===== src/design/ssa_ram.sv =====
// ----------------------------------------------------------------------------
// ssa_ram
// simple dual port ram, one write and one registered read per cycle
// ----------------------------------------------------------------------------
module ssa_ram #(
  parameter int AW = 8,
  parameter int DW = 8
) (
  input  logic          clk,
  input  logic          we,
  input  logic [AW-1:0] waddr,
  input  logic [DW-1:0] wdata,
  input  logic [AW-1:0] raddr,
  output logic [DW-1:0] rdata
);

  logic [DW-1:0] mem [2**AW];

  always_ff @(posedge clk) begin
    if (we) begin
      mem[waddr] <= wdata;
    end
    rdata <= mem[raddr];
  end

endmodule


===== config.mk =====
export PLATFORM = sky130hd
export DESIGN_NAME = ssa_ram
export DESIGN_NICKNAME = d
export VERILOG_FILES = /design/src/design/ssa_ram.sv
export SDC_FILE = /design/constraint.sdc
export NUM_CORES = 2
export LEC_CHECK = 0
export BUFFER_PORTS_ARGS = -buffer_cell sky130_fd_sc_hd__clkbuf_2
export CAP_MARGIN = 20
export CORE_AREA = 2 2 341 595
export DETAILED_ROUTE_END_ITERATION = 8
export DIE_AREA = 0 0 343 597
export SLEW_MARGIN = 20
export SYNTH_ARGS = -nofsm -noshare
export SYNTH_HDL_FRONTEND = slang
export SYNTH_SLANG_ARGS = --single-unit

===== constraint.sdc =====
create_clock -name clk -period 3.86 [get_ports clk]
set_clock_uncertainty 0.1 [all_clocks]
set_input_delay 0.386 -clock clk [delete_from_list [all_inputs] [get_ports clk]]
set_output_delay 0.386 -clock clk [all_outputs]
set_load 0.02 [all_outputs]

==> Word level (Yosys, flattened, before mapping) <==
Memory sizes are Yosys's and may differ from the RTL's. A register that Yosys moved wholly into a read port is not among the register bits.
Index checks and enable logic that the tools add are counted.
{ "word_totals": {"register_bits": 0, "latchBits": 0, "ram_bits": 2048, "rom_bits": 0, "output_inout_bits": 8, "n_memories": 1} }
{ "op_classes": {"addsub": 0, "n_mul": 0, "div_mod_pow": 0, "order_cmp": 0, "eq_ne": 0, "n_shift": 0, "n_mux": 2, "n_bitwise": 0, "reduce_logical": 0} }
{ "memory_table": {"columns": ["name", "words", "word_bits", "rd", "rd_ports_with_merged_regs", "write_ports", "line", "source"], "rows": [
  ["mem", 256, 8, 1, 1, 1, "17", "logic [DW-1:0] mem [2**AW];"]
]} }
{ "ops": {"columns": ["cell", "count"], "rows": [
  ["1-bit 2-to-1 mux", 2]
]} }

==> Logic depth before layout (Yosys ltp) <==
{ "logic_depth": {"word_depth": 2, "depth_mapped": 11, "ltp_nobuf": 6} }

==> Worst setup path after synthesis <==
OpenSTA, ideal clock, no wires.
{ "synth_timing": {"path_kind": "input to register", "from": "in raddr[0]", "to": "reg rdata[2], read port of mem", "setup_time_ns": 0.131, "arrival_time_ns": 2.193, "t_required_ns": 3.629, "path_slack_ns": 1.436, "cell_stages": 9, "n_path_buf": 4, "cell_sequence": "buf_6 buf_12 buf_8 buf_2 mux4_2 a22oi_1 a21oi_1 nor4_1 nor4_2"} }
{ "synth_lines": {"columns": ["item", "line", "source"], "rows": [
  ["start, declared", "13", "input logic [AW-1:0] raddr,"],
  ["end, declared", "14", "output logic [DW-1:0] rdata"]
]} }

==> impl_results.md <==
- Die height: 597 um
- Number of synthesized flops with an enable pin: 2048
- Fmax: 0.350 GHz
- Final Hold Fails: 0
- Synth Area in XOR/XNOR: 0
- Critical Path Fanout Max: 25
- Fin util: 0.455
- Synth Instances: 3733
- Clock power share: 0.393
- CP top delay family: buffers and inverters
- Vias in the first global route: 41041
- Worst-Margin Slew: 1030 ps
- Post-CTS sizing: 0
- Non-filler cells, final: 6904
- Routed len/inst: 30.1 um
- Fin Setup TNS: 0 ps
- Die Span X: 343 um
- Max VDD drop: 0.484 mV
- Worst EP arrival: 3440 ps
- Ys Warns: 0
- Largest net degree at the start of global routing: 123
- Fin. max-slew vios: 0
- Largest family of logic cells by synthesized area: multiplexers
- Multiplexer share of the synthesized area: 0.146
- Area leader, netlist: edfxtp_1
- Crit share post-route: 0.741
- Combinational Power Share: 0.054
- Final wirelength: 208000 um
- Antenna viol nets, final: 0
- Final setup viols: 0
- Share of the synthesized area in the top cell type: 0.773
- Leak Pwr: 28.5 nW
- Initial antenna violation count: 7
- Grt total ovfl: 0
- Syn Nets: 3759
- Synth Area in Simple Gates: 0.0263
- Most used cell, CP: buf_4
- IO Count: 34
- Root buf cell: clkbuf_16
- CTS tree: built
- Layout cells sized above 1: 0.275
- Yosys cell types: 55
- Final HPWL DP: 138000 um
- Worst setup EP type: register
- Status: completed
- Core area: 200000 um2
- Slowest stage delay, CP: 660 ps
- Min Tclk post-route: 2860 ps
- Area Overhead vs Synth: 14.4%
- First-pass GRT wire length: 297000 um
- Adder-cell share of the synthesized area: 0
- Required time of the critical path: 4440 ps
- # Post-CTS Setup Buffers: 0
- Via/cell ratio: 5.66
- Total iterations of the first detailed-routing run: 6
- Max-cap violation count: 0
- RSZ-0062 raised after global routing: false
- # DRC: 0
- # clock sinks: 2056
- Pwr Density: 489 nW/um2
- P_sw: 9.38 mW
- Crit path kind: primary input to register
- Slowest CP cell: nor4_1
- Crit-path cells: buf_8, buf_12, buf_4, buf_4, mux4_2, o221ai_1, nor2_1, nor4_1, buf_4, nor4_2
- # rows: 217
- Critical Path Source Type: primary input
- Clk buf depth: 4
- Sw Share: 0.211
- Seq pwr share: 0.553
- Vias: 39108
- Initial DRC Count: 3601
- Post-synthesis compound-gate area fraction: 0.0342
- Int Pwr: 35.1 mW
- Top_reg_cell synth: edfxtp_1
- Fin nets: 4171
- Port Buffer Count: 33
- Die area: 205000 um2
- Synth Register Bits: 2056
- Slew Limit Headroom: 0.311
- Gr usage total: 0.203
- CTS Hold Bufs: 4
- H-tree depth: 4
- Total CTS buffers: 175
- Clock Latency Late Sink: 830 ps
- Total power: 44.5 mW
- Hold crit path type: primary input to register
- Reg clk slew, reported paths: 60 ps
- Starting Density: 0.398
- Post-Syn Area per Cell: 21.3 um2
- Synth async-reset ratio: 0
- Buf/Inv on CP: 5
- Post-synthesis sequential area ratio: 0.775
- Gpl congestion: 0.840
- Synth Cell Area: 79600 um2
- Synth area leaders: edfxtp_1 (77%), mux4_2 (13%), mux2i_1 (1.7%), nor2_1 (1.3%), a22oi_1 (1.3%)
- Placed Cells incl. Taps: 6591
cell usage after synthesis (27+ instances only):
library cell / number
a21oi_1: 96
a22oi_1: 133
buf_2: 31
buf_4: 27
clkbuf_1: 111
edfxtp_1: 2048
mux2i_1: 134
mux4_2: 454
nand2_1: 33
nand3_1: 34
nor2_1: 282
nor2b_1: 31
o221ai_1: 46
o22ai_1: 28
kinds of logic (layout without fill, tap and decap cells):
logic type / after synthesis / count (layout)
flip-flops: 2056 / 2056
multiplexers: 591 / 591
AND/OR/NAND/NOR: 466 / 466
AO/OA/AOI/OAI: 385 / 385
buffers and inverters: 235 / 775
other: 0 / 3
state kept, by name (all words and copies together) (netlist names):
name and cells:
mem 2048, rdata 8
final cells by class:
class / count / area, um2
clock inverters: 86 / 851
clock buffers: 219 / 4650
repair buffers: 468 / 4020
flip-flops and latches: 2056 / 61700
well taps: 2628 / 3290
multi-input cells: 1442 / 16500
fillers: 16842 / 109000
diodes: 3 / 7.51
inverters: 2 / 7.51
routing by layer:
metal / GRT usage / up-vias / routed length (um)
met4: 0.0941 / 6 / 10300
li1: - / 16452 / -
met5: 0 / - / 29
met2: 0.378 / 1313 / 115000
met1: 0.231 / 20968 / 72800
met3: 0.0212 / 369 / 9780
stage by stage:
| step | hold WS [ps] | cell area [um2] | setup slack, ps |
|---|---|---|---|
| floorplan | 385 | 79600 | 1440 |
| finish | 16.0 | 91000 | 1000 |
| global placement | 763 | 85400 | -398 |
| global route | 54.5 | 91000 | 883 |
| CTS | 6.83 | 91000 | 887 |
| detailed placement | 748 | 85400 | 25.5 |
final timing paths:
path                                       startpoint                    end  slack [ps]  cells after the start
worst min register to register  mem[146][0]$_DFFE_PP_       rdata[0]$_DFF_P_        1020                      5
worst max-delay path                         raddr[0]       rdata[2]$_DFF_P_        1000                     10
worst max register to register   mem[77][2]$_DFFE_PP_       rdata[2]$_DFF_P_        1010                      7
worst min-delay path                         wdata[5]  mem[204][5]$_DFFE_PP_          20                      1
cells in the final DEF (no fill, tap or decap), types with 13 or more instances in the layout:
master / Yosys / layout
clkbuf_16: 0 / 179
buf_4: 27 / 394
mux2i_1: 134 / 134
buf_12: 8 / 38
edfxtp_1: 2048 / 2048
nor4_1: 24 / 22
o22ai_1: 28 / 28
nor3_1: 22 / 22
o221ai_1: 46 / 46
a211oi_1: 16 / 16
a21oi_1: 96 / 96
clkbuf_2: 0 / 21
a221oi_1: 13 / 13
a22oi_1: 133 / 133
nor2b_1: 31 / 28
mux4_2: 454 / 454
nand3_1: 34 / 34
clkinv_2: 0 / 26
bufinv_16: 0 / 17
clkbuf_1: 111 / 38
clkinv_1: 1 / 32
nand2_1: 33 / 33
nor2_1: 282 / 279
power groups by stage:
stage	clock (mW)	combinational (mW)	sequential, mW
3_5_place_dp	0	2.41	25.1
4_1_cts	17.8	2.42	24.6
6_report	17.5	2.39	24.6
3_3_place_gp	0	2.38	25.1
5_1_grt	18.5	2.51	24.6
2_1_floorplan	0	1.20	25.1
(Power assumes the default switching activity.)
